--- src/rtl/aod_pkg.sv ---
// ----------------------------------------------------------------------------
// aod_pkg: shared definitions for the audio onset detector
// Register indexes, fixed field widths, reset values and parameter defaults.
// ----------------------------------------------------------------------------
package aod_pkg;

  // Parameter defaults
  localparam int SAMPLE_BITS_DEF = 16;
  localparam int MAX_BLOCK_DEF   = 4096;
  localparam int COEFF_BITS_DEF  = 16;

  // Configuration port
  localparam int CFG_IDX_W  = 3;
  localparam int CFG_DATA_W = 42;

  localparam logic [CFG_IDX_W-1:0] REG_BLOCK_LENGTH    = 3'd0;
  localparam logic [CFG_IDX_W-1:0] REG_ATTACK_COEFF    = 3'd1;
  localparam logic [CFG_IDX_W-1:0] REG_RELEASE_COEFF   = 3'd2;
  localparam logic [CFG_IDX_W-1:0] REG_CROSSING_LIMIT  = 3'd3;
  localparam logic [CFG_IDX_W-1:0] REG_ENERGY_LIMIT    = 3'd4;
  localparam logic [CFG_IDX_W-1:0] REG_PEAK_RISE_LIMIT = 3'd5;
  localparam logic [CFG_IDX_W-1:0] REG_COOLDOWN_LIMIT  = 3'd6;

  // Fixed field widths
  localparam int BLOCK_LEN_W = 13;
  localparam int CROSS_LIM_W = 13;
  localparam int ENERGY_W    = 42;
  localparam int RISE_W      = 16;
  localparam int COOL_W      = 8;
  localparam int CROSS_W     = 12;

  localparam logic [ENERGY_W-1:0] ENERGY_MAX = '1;
  localparam logic [CROSS_W-1:0]  CROSS_MAX  = '1;

  // Register reset values
  localparam logic [BLOCK_LEN_W-1:0] BLOCK_LENGTH_RST    = 13'd512;
  localparam int                     ATTACK_COEFF_RST    = 47;
  localparam int                     RELEASE_COEFF_RST   = 5;
  localparam logic [CROSS_LIM_W-1:0] CROSSING_LIMIT_RST  = 13'd41;
  localparam logic [ENERGY_W-1:0]    ENERGY_LIMIT_RST    = 42'd2199;
  localparam logic [RISE_W-1:0]      PEAK_RISE_LIMIT_RST = 16'd13;
  localparam logic [COOL_W-1:0]      COOLDOWN_LIMIT_RST  = 8'd10;

endpackage

--- src/rtl/audio_onset_detector_core.sv ---
// ----------------------------------------------------------------------------
// audio_onset_detector_core: block-based onset detector for audio samples
// Peak envelope, per-block crossing count, energy and onset trigger logic.
// ----------------------------------------------------------------------------
// Takes one signed sample per request and emits one result at the end of each
// block of block_length samples (zero means 1, longer than MAX_BLOCK means
// MAX_BLOCK). A sample is taken every cycle unless a block-end sample is held:
// it waits in the input register, its envelope multiply-add and block
// statistics are applied as it leaves that register, and a block-end result is
// loaded into the output register at that same edge. Samples that end no block
// keep flowing while a result waits; a block-end sample waits only while the
// previous result is still untaken. The per-sample envelope multiply-add with
// its compare against the block peak is the path that sets this rate. The user
// must write configuration only while the block is idle; it is not enforced.
module audio_onset_detector_core
  import aod_pkg::*;
#(
  parameter int SAMPLE_BITS = SAMPLE_BITS_DEF,
  parameter int MAX_BLOCK   = MAX_BLOCK_DEF,
  parameter int COEFF_BITS  = COEFF_BITS_DEF
) (
  input  logic                         clk,
  input  logic                         rst_n,
  // configuration
  input  logic                         cfg_we,
  input  logic [CFG_IDX_W-1:0]         cfg_index,
  input  logic [CFG_DATA_W-1:0]        cfg_wdata,
  // samples
  input  logic                         in_valid,
  output logic                         in_ready,
  input  logic signed [SAMPLE_BITS-1:0] in_sample,
  // results
  output logic                         out_valid,
  input  logic                         out_ready,
  output logic                         out_onset,
  output logic                         out_armed_off,
  output logic [SAMPLE_BITS-1:0]       out_block_peak,
  output logic [CROSS_W-1:0]           out_crossing_count
);

  localparam int LW   = $clog2(MAX_BLOCK + 1);
  localparam int IW   = $clog2(MAX_BLOCK);
  localparam int CMPW = (LW > BLOCK_LEN_W) ? LW : BLOCK_LEN_W;
  localparam int SQW  = 2 * SAMPLE_BITS;
  localparam int AW   = ((SQW > ENERGY_W) ? SQW : ENERGY_W) + 1;
  localparam int RW   = (SAMPLE_BITS > RISE_W) ? SAMPLE_BITS : RISE_W;
  localparam int PW   = SAMPLE_BITS + COEFF_BITS;
  localparam logic [SAMPLE_BITS-1:0] ENV_MAX = SAMPLE_BITS'(1) << (SAMPLE_BITS - 1);

  // Configuration registers
  logic [BLOCK_LEN_W-1:0] cfg_block_len_r;
  logic [COEFF_BITS-1:0]  cfg_attack_r;
  logic [COEFF_BITS-1:0]  cfg_release_r;
  logic [CROSS_LIM_W-1:0] cfg_cross_lim_r;
  logic [ENERGY_W-1:0]    cfg_energy_lim_r;
  logic [RISE_W-1:0]      cfg_rise_lim_r;
  logic [COOL_W-1:0]      cfg_cool_lim_r;

  // Detector state
  logic [SAMPLE_BITS-1:0] env_r, env_nxt;
  logic [SAMPLE_BITS-1:0] peak_r, peak_nxt;
  logic [SAMPLE_BITS-1:0] prev_peak_r;
  logic                   prev_sign_r;
  logic [CROSS_W-1:0]     cross_r, cross_nxt;
  logic [ENERGY_W-1:0]    energy_r, energy_nxt;
  logic [IW-1:0]          idx_r;
  logic                   latched_r, latched_nxt;
  logic [COOL_W-1:0]      cool_r, cool_nxt;
  logic                   hold_r, hold_nxt;

  // Pipeline registers
  logic                   s1_valid_r;
  logic [SAMPLE_BITS-1:0] s1_sample_r;
  logic                   out_valid_r;
  logic                   out_onset_r;
  logic                   out_armed_r;
  logic [SAMPLE_BITS-1:0] out_peak_r;
  logic [CROSS_W-1:0]     out_cross_r;

  // Combinational work signals
  logic                   neg;
  logic [SAMPLE_BITS-1:0] mag;
  logic                   decay;
  logic [SAMPLE_BITS-1:0] mul_a;
  logic [COEFF_BITS-1:0]  mul_c;
  logic [PW-1:0]          prod;
  logic [SAMPLE_BITS-1:0] step;
  logic [SQW-1:0]         sq;
  logic [AW-1:0]          energy_sum;
  logic [CMPW-1:0]        len_eff;
  logic [CMPW-1:0]        idx_inc;
  logic                   blk_end;
  logic [SAMPLE_BITS-1:0] rise;
  logic                   cond;
  logic                   s1_go;

  // Write configuration registers
  always_ff @(posedge clk) begin
    if (!rst_n) begin
      cfg_block_len_r  <= BLOCK_LENGTH_RST;
      cfg_attack_r     <= COEFF_BITS'(ATTACK_COEFF_RST);
      cfg_release_r    <= COEFF_BITS'(RELEASE_COEFF_RST);
      cfg_cross_lim_r  <= CROSSING_LIMIT_RST;
      cfg_energy_lim_r <= ENERGY_LIMIT_RST;
      cfg_rise_lim_r   <= PEAK_RISE_LIMIT_RST;
      cfg_cool_lim_r   <= COOLDOWN_LIMIT_RST;
    end else if (cfg_we) begin
      case (cfg_index)
        REG_BLOCK_LENGTH:    cfg_block_len_r  <= cfg_wdata[BLOCK_LEN_W-1:0];
        REG_ATTACK_COEFF:    cfg_attack_r     <= cfg_wdata[COEFF_BITS-1:0];
        REG_RELEASE_COEFF:   cfg_release_r    <= cfg_wdata[COEFF_BITS-1:0];
        REG_CROSSING_LIMIT:  cfg_cross_lim_r  <= cfg_wdata[CROSS_LIM_W-1:0];
        REG_ENERGY_LIMIT:    cfg_energy_lim_r <= cfg_wdata[ENERGY_W-1:0];
        REG_PEAK_RISE_LIMIT: cfg_rise_lim_r   <= cfg_wdata[RISE_W-1:0];
        REG_COOLDOWN_LIMIT:  cfg_cool_lim_r   <= cfg_wdata[COOL_W-1:0];
        default: ;
      endcase
    end
  end

  // Per-sample arithmetic: magnitude, envelope step, square, block end
  always_comb begin
    neg     = s1_sample_r[SAMPLE_BITS-1];
    mag     = neg ? (~s1_sample_r + SAMPLE_BITS'(1)) : s1_sample_r;
    decay   = env_r > mag;
    // share one multiplier between the attack and release branches
    mul_a   = decay ? env_r : (mag - env_r);
    mul_c   = decay ? cfg_release_r : cfg_attack_r;
    prod    = PW'(mul_a) * PW'(mul_c);
    step    = prod[PW-1:COEFF_BITS];
    env_nxt = decay ? (env_r - step) : (env_r + step);
    peak_nxt = (env_nxt > peak_r) ? env_nxt : peak_r;

    sq         = SQW'(mag) * SQW'(mag);
    energy_sum = AW'(energy_r) + AW'(sq);
    energy_nxt = (energy_sum > AW'(ENERGY_MAX)) ? ENERGY_MAX : energy_sum[ENERGY_W-1:0];

    cross_nxt = cross_r;
    if (idx_r != '0 && neg != prev_sign_r && cross_r != CROSS_MAX) begin
      cross_nxt = cross_r + CROSS_W'(1);
    end

    len_eff = CMPW'(cfg_block_len_r);
    if (len_eff == '0) begin
      len_eff = CMPW'(1);
    end else if (len_eff > CMPW'(MAX_BLOCK)) begin
      len_eff = CMPW'(MAX_BLOCK);
    end
    idx_inc = CMPW'(idx_r) + CMPW'(1);
    blk_end = idx_inc >= len_eff;
  end

  // Onset decision and cooldown at block end
  always_comb begin
    rise = peak_nxt - prev_peak_r;
    cond = ({1'b0, cross_nxt} < cfg_cross_lim_r) && (energy_nxt > cfg_energy_lim_r) &&
           (peak_nxt > prev_peak_r) && (RW'(rise) > RW'(cfg_rise_lim_r));
    latched_nxt = latched_r;
    cool_nxt    = cool_r;
    hold_nxt    = hold_r;
    if (cond) begin
      if (!latched_r) begin
        hold_nxt    = 1'b1;
        latched_nxt = 1'b1;
      end
    end else begin
      if (latched_r) begin
        if (cool_r < cfg_cool_lim_r) begin
          cool_nxt = cool_r + COOL_W'(1);
        end else begin
          cool_nxt    = '0;
          latched_nxt = 1'b0;
        end
      end
      hold_nxt = 1'b0;
    end
  end

  // Advance the input register unless a block-end result would overrun the output
  assign s1_go    = s1_valid_r && (!blk_end || !out_valid_r || out_ready);
  assign in_ready = !s1_valid_r || s1_go;

  // Capture the incoming request
  always_ff @(posedge clk) begin
    if (!rst_n) begin
      s1_valid_r <= 1'b0;
    end else if (in_ready) begin
      s1_valid_r <= in_valid;
    end
  end

  always_ff @(posedge clk) begin
    if (in_valid && in_ready) begin
      s1_sample_r <= in_sample;
    end
  end

  // Update detector state
  always_ff @(posedge clk) begin
    if (!rst_n) begin
      env_r       <= '0;
      peak_r      <= '0;
      prev_peak_r <= '0;
      prev_sign_r <= 1'b0;
      cross_r     <= '0;
      energy_r    <= '0;
      idx_r       <= '0;
      latched_r   <= 1'b0;
      cool_r      <= '0;
      hold_r      <= 1'b0;
    end else if (s1_go) begin
      env_r       <= env_nxt;
      prev_sign_r <= neg;
      if (blk_end) begin
        prev_peak_r <= peak_nxt;
        peak_r      <= '0;
        cross_r     <= '0;
        energy_r    <= '0;
        idx_r       <= '0;
        latched_r   <= latched_nxt;
        cool_r      <= cool_nxt;
        hold_r      <= hold_nxt;
      end else begin
        peak_r   <= peak_nxt;
        cross_r  <= cross_nxt;
        energy_r <= energy_nxt;
        idx_r    <= idx_inc[IW-1:0];
      end
    end
  end

  // Hold or drop the result register
  always_ff @(posedge clk) begin
    if (!rst_n) begin
      out_valid_r <= 1'b0;
    end else if (s1_go && blk_end) begin
      out_valid_r <= 1'b1;
    end else if (out_ready) begin
      out_valid_r <= 1'b0;
    end
  end

  always_ff @(posedge clk) begin
    if (s1_go && blk_end) begin
      out_onset_r <= hold_nxt;
      out_armed_r <= latched_nxt;
      out_peak_r  <= peak_nxt;
      out_cross_r <= cross_nxt;
    end
  end

  assign out_valid          = out_valid_r;
  assign out_onset          = out_onset_r;
  assign out_armed_off      = out_armed_r;
  assign out_block_peak     = out_peak_r;
  assign out_crossing_count = out_cross_r;

`ifndef SYNTHESIS
  // Envelope stays within full-scale magnitude
  a_env_range: assert property (@(posedge clk) disable iff (!rst_n)
    env_r <= ENV_MAX)
    else $error("envelope above full scale");

  // Cooldown counter runs only while latched
  a_cool_idle: assert property (@(posedge clk) disable iff (!rst_n)
    !latched_r |-> (cool_r == '0))
    else $error("cooldown count nonzero while unlatched");

  // A reported onset always comes with the trigger latched
  a_onset_latched: assert property (@(posedge clk) disable iff (!rst_n)
    (out_valid_r && out_onset_r) |-> out_armed_r)
    else $error("onset without latched trigger");

  // Block statistics restart after a result is produced
  a_blk_restart: assert property (@(posedge clk) disable iff (!rst_n)
    (s1_go && blk_end) |=> (idx_r == '0 && cross_r == '0 && energy_r == '0))
    else $error("block state not cleared at block end");

  // Crossings never outnumber the samples seen in the block
  a_cross_bound: assert property (@(posedge clk) disable iff (!rst_n)
    (CMPW + CROSS_W)'(cross_r) <= (CMPW + CROSS_W)'(idx_r))
    else $error("crossing count exceeds sample index");
`endif

endmodule

--- config.mk ---
export PLATFORM = sky130hd
export DESIGN_NAME = audio_onset_detector_core
export DESIGN_NICKNAME = d
export VERILOG_FILES = /design/src/rtl/aod_pkg.sv /design/src/rtl/audio_onset_detector_core.sv
export SDC_FILE = /design/constraint.sdc
export NUM_CORES = 2
export LEC_CHECK = 0
export BUFFER_PORTS_ARGS = -buffer_cell sky130_fd_sc_hd__buf_2
export CAP_MARGIN = 30
export CORE_UTILIZATION = 50
export CTS_CLUSTER_SIZE = 14
export DETAILED_ROUTE_END_ITERATION = 10
export GPL_ROUTABILITY_DRIVEN = 1
export PLACE_DENSITY = 0.75
export SLEW_MARGIN = 20
export SYNTH_ARGS = -nofsm -noshare
export SYNTH_HDL_FRONTEND = slang
export SYNTH_SLANG_ARGS = --single-unit
--- constraint.sdc ---
create_clock -name clk -period 50.1 [get_ports clk]
set_input_delay 7.515 -clock clk [delete_from_list [all_inputs] [get_ports clk]]
set_output_delay 7.515 -clock clk [all_outputs]
set_load 0.01 [all_outputs]
* Word level (Yosys, flattened, before mapping)
Cells that the tools add are included.
Storage, ports and cells: flip-flop bits (word level) 297, input bits 66, output and inout port bits 32, logic and storage cells 103
Cells by class: $add $sub $neg 9, $mul 2, order comparisons 10, eq/ne operators 8, mux-type cells 21, bitwise logic cells 2, reduce and logical (&&, ||, !) cells 27
Operators with widths (count):
- two-way mux 16 bit | 6
- two-way mux 42 bit | 2
- > comparator 16 bit | 4
- multiplier 16 x 16 -> 32 bit | 2
- subtractor 16 bit | 3
- adder 42 x 32 -> 43 bit | 1
- > comparator 43 x 42 -> 1 bit (second input constant) | 1
- > comparator 42 bit | 1
- two-way mux 12 bit | 3
- two-way mux 13 bit | 2
- adder 16 x 1 -> 16 bit (second input constant) | 1
- adder 16 bit | 1
- inverter 16 bit | 1
- AND reduction 2 bit | 8
- adder 12 x 1 -> 13 bit (second input constant) | 1
- >= comparator 13 bit | 1
- > comparator 13 bit (second input constant) | 1
- zero test 13 bit | 1
- < comparator 12 x 13 -> 1 bit | 1
- adder 12 x 1 -> 12 bit (second input constant) | 1
- inequality test 12 bit (second input constant) | 1
- nonzero test 12 bit | 1
- == test 3 bit (second input constant) | 3
- adder 8 x 1 -> 8 bit (second input constant) | 1
- other kinds (13) | 31

* Logic depth before layout (Yosys ltp)
depth in word-level cells 15, gate-level depth with buffers 90, mapped depth without buffers 85

* Worst setup path before layout
No wires, ideal clock.
path kind reg-to-reg, start point reg s1_sample_r[0], end point reg cool_r[2], data arrival time 17777 ps, data required time 49984 ps, slack 32207 ps, stages on the path, launching flop included 80, path buffers 5, cells stage by stage edfxtp_1 inv_1 ha_1 nand2_1 or2_2 or3_1 o31ai_1 xor2_1 inv_1 ha_1 nand4_1 nor3_1 o211ai_2 nand2_1 buf_1 mux2i_1 clkbuf_1 nor2_1 (+44 left out) nand2b_1 a21boi_0 o31a_1 o41ai_1 o21bai_1 a21oi_1 xnor2_1 ha_1 nand4_1 nor2_1 o21ai_0 a21oi_1 a211oi_1 a211oi_1 nand3_1 and3_1 clkbuf_1 a41o_1
Between the ends: cells in the longest elaborated chain, start to end 15, elaborated cells between the ends (all ways) 26, those cells by class add/sub: 6; mul: 2; order compare: 6; mux: 6; bitwise: 2; reduce/logical: 4
RTL lines:
- start: declaration | line audio_onset_detector_core.sv:73 | logic [SAMPLE_BITS-1:0] s1_sample_r;
- start signal: assignment | line audio_onset_detector_core.sv:194 | s1_sample_r <= in_sample;
- inverter 16 bit | line audio_onset_detector_core.sv:124 | mag = neg ? (~s1_sample_r + SAMPLE_BITS'(1)) : s1_sample_r;
- adder 16 x 1 -> 16 bit | line audio_onset_detector_core.sv:124
- two-way mux 16 bit * | line audio_onset_detector_core.sv:124
- subtractor 16 bit or > comparator 16 bit (tied branches) | line audio_onset_detector_core.sv:127, audio_onset_detector_core.sv:125
- two-way mux 16 bit, on equally long branches | line audio_onset_detector_core.sv:127, audio_onset_detector_core.sv:128
- multiplier 16 x 16 -> 32 bit | line audio_onset_detector_core.sv:129 | prod = PW'(mul_a) * PW'(mul_c);
- adder 16 bit or subtractor 16 bit (tied branches) | line audio_onset_detector_core.sv:131 | env_nxt = decay ? (env_r - step) : (env_r + step);
- two-way mux 16 bit * | line audio_onset_detector_core.sv:131
- net env_nxt[14] | line audio_onset_detector_core.sv:60 | logic [SAMPLE_BITS-1:0] env_r, env_nxt;
- > comparator 16 bit | line audio_onset_detector_core.sv:132 | peak_nxt = (env_nxt > peak_r) ? env_nxt : peak_r;
- two-way mux 16 bit * | line audio_onset_detector_core.sv:132
- subtractor 16 bit or > comparator 16 bit (tied branches) | line audio_onset_detector_core.sv:155, audio_onset_detector_core.sv:157
- > comparator 16 bit or logical AND 1 bit (tied branches) | line audio_onset_detector_core.sv:157, audio_onset_detector_core.sv:156
- logical AND 1 bit * | line audio_onset_detector_core.sv:157 | (peak_nxt > prev_peak_r) && (RW'(rise) > RW'(cfg_rise_lim_r));
- inverter 1 bit (no line) *
- AND reduction 4 bit (no line) *
- end signal: assignment | line audio_onset_detector_core.sv:221 | cool_r <= cool_nxt;
- end: declaration | line audio_onset_detector_core.sv:68 | logic [COOL_W-1:0] cool_r, cool_nxt;
The timed path passes the listed nets; every way through them passes the cells marked *. A chain may end at the register's enable or synchronous reset.

* Worst setup path after layout
start point reg s1_sample_r[0], end point reg cool_r[5]
Same word-level chain as after synthesis.

==> summary.txt <==
Outcome
  – Outcome: finished clean

Place
  – Hpwl dp: 71900 µm
  – Gpl congestion: 0.998
  – Port Buffers: 97

Layout
  – Footprint of the multi-input gates: 24000 µm²
  – Fillers: 5959
  – Inserted Diodes: 0
  – Share of layout cells above drive strength 1: 0.0612
  – Register Area: 6410 µm²
  – Layout net count: 4876
  – Syn-to-layout area delta: 8.43%

Synthesis
  – Synth Instances: 4003
  – Commonest cells post-synth: inv_1, nand2_1, fa_1, ha_1, nor2_1
  – Register area share after synthesis: 0.192
  – EDFF count, synth: 46
  – Mapped cell area: 33400 µm²
  – Asr flop ratio synth: 0
  – Synth top area cells: fa_1, dfxtp_1, ha_1
  – Biggest area consumer among synthesized cells: fa_1
  – Most frequent cell after synthesis: inv_1
  – FF+latch count, synth: 297
  – Syn avg cell area: 8.35 µm²
  – Distinct cells, synth: 85
  – Yosys warnings: 0
  – Post-synth top area share: 0.234
  – Synth Flop Type: dfxtp_1

GRT
  – Largest net degree at the start of global routing: 92
  – First-pass GRT wire length: 146000 µm
  – Grt ovf: 0
  – Vias in the first global route: 27487
  – GRT Total Usage: 0.273
  – Antenna violations before repair: 3

STA
  – Final-report max-slew violation count: 0
  – Max transition margin: 0.353
  – Endpoints failing hold: 0
  – Count of final setup violators: 0
  – RSZ-0062 raised after global routing: false
  – FMAX: 0.0467 GHz
  – Fin crit period: 21390 ps
  – Worst slew pin tran: 944 ps
  – Clock Skew: 52.4 ps
  – Fin Setup TNS: 0 ps
  – Fin crit share: 0.427

Clock network
  – # clock sinks: 297
  – Clk pin slew, worst setup/hold paths: 70 ps
  – Resize count post-CTS: 0
  – CTS tree: yes
  – Hold Buf Count CTS: 0
  – Htree depth: 2
  – Worst-Skew Late Latency: 580 ps
  – Clock buffer count from CTS: 34
  – Clock Tree Root: clkbuf_16
  – # Post-CTS Setup Buffers: 0
  – CTS max path bufs: 3

Route
  – Total wire length: 90900 µm
  – Vias per cell: 5.63
  – Routed len/inst: 18.4 µm
  – DRC viols: 0
  – Detail Route Antenna Nets: 0
  – TritonRoute pass-1 iters: 5
  – Initial DRC count: 2352
  – Vias after detailed routing: 27843

Critical path
  – Crit Path Category: flip-flop to flip-flop
  – Reg2reg setup slack: 28710 ps
  – Worst R2R Start: s1_sample_r[0]
  – CP Capture Type: flip-flop
  – Startpoint types: flip-flop
  – Crit path max fanout: 36
  – Worst-case reg-to-reg path depth: 77
  – FF-to-FF End: cool_r[5]
  – Crit path DAT: 21870 ps
  – Worst EP required: 50570 ps
  – Slowest CP cell: xor2_1
  – Crit path largest cell delay: 730 ps

Flow run
  – Maxcap violations: 0

Floorplanning
  – # IOs: 98
  – Die Wd: 261 µm
  – Die Height: 261 µm
  – Rows: 94
  – Initial core utilization: 0.506
  – Placeable Area: 66000 µm²
  – Die area: 67900 µm²

Min path
  – Hold Path Stages: 2
  – Hold EP: cfg_cross_lim_r[6]
  – Hold path startpoint: cfg_cross_lim_r[6]
  – Hold Path Class: flip-flop to flip-flop
[cells in the final DEF (no fill, tap or decap), drive strengths merged, types with 34 or more instances in the layout]
cell,Yosys,layout
a21oi,251,251
clkbuf,128,44
a22oi,37,37
nor2,305,305
a22o,43,43
nor2b,36,36
dfxtp,251,251
nand3,63,63
fa,391,391
buf,11,146
nor3,38,38
xor2,39,39
o21a,34,34
edfxtp,46,46
nand2,642,642
a21o,74,74
o21ai,113,113
inv,669,673
ha,363,363
nand4,39,39
xnor2,79,79
[flip-flops by register name, summed over array words and instances, names as in the netlist, 13 cells and up]
signal,flops
cfg_energy_lim_r,42
energy_r,42
cfg_attack_r,16
cfg_release_r,16
cfg_rise_lim_r,16
env_r,16
out_block_peak,16
peak_r,16
prev_peak_r,16
s1_sample_r,16
cfg_block_len_r,13
cfg_cross_lim_r,13
[critical path, delay by kind of cell (launching register included)]
| family | cells | cell delay (ps) |
|---|---|---|
| buffers and inverters | 9 | 1740 |
| AO/OA/AOI/OAI | 30 | 7590 |
| AND/OR/NAND/NOR | 20 | 4090 |
| adder cells (fa/ha/maj) | 14 | 5880 |
| flip-flops | 1 | 650 |
| multiplexers | 1 | 300 |
| XOR/XNOR | 3 | 1010 |
[cell type report]
type | count | share of cell area
tap | 864 | 0.0298
clock buffer | 44 | 0.0268
timing repair buffer | 146 | 0.0240
sequential | 297 | 0.177
clock inverter | 18 | 0.00891
multi-input combinational | 2903 | 0.664
inverter | 674 | 0.0700
[worst max path at each step]
| stage | slack [ps] | cells after the start | endpoint | startpoint |
|---|---|---|---|---|
| floorplan | 32210 | 79 | cool_r[2] | s1_sample_r[0] |
| global placement | 29220 | 76 | cool_r[5] | s1_sample_r[0] |
| detailed placement | 28810 | 76 | cool_r[5] | s1_sample_r[0] |
| CTS | 28710 | 76 | cool_r[5] | s1_sample_r[0] |
| global route | 26970 | 77 | cool_r[5] | s1_sample_r[0] |
| finish | 28710 | 77 | cool_r[5] | s1_sample_r[0] |
[logic make-up after synthesis]
group / after synthesis / synth area share
other cells: 2 / 0.000225
flops: 297 / 0.192
simple gates: 1257 / 0.163
fa+ha+maj: 754 / 0.370
xor+xnor: 119 / 0.0316
compound gates: 729 / 0.142
mux: 32 / 0.00966
buf+inv: 813 / 0.0914
[metrics by stage]
step	utilization	area [µm²]	cells	setup WS [ps]	hold WS, ps
after floorplan	-	33500	4013	32210	432
after global placement	0.528	34900	4877	29220	443
after detailed placement	0.529	34900	4882	28810	446
after CTS	0.549	36200	4944	28710	455
after global routing	0.549	36200	4946	26970	472
final	0.549	36200	4946	28710	454
[layer usage]
layer / GRT usage / part of all wire
met5: 0 / 0.00052
met4: 0.110 / 0.043
met1: 0.366 / 0.42
met2: 0.434 / 0.45
met3: 0.0509 / 0.082
Power is left out: the tool's default activity adds up to more than one toggle a clock period on the data nets, which glitch-free logic cannot reach.
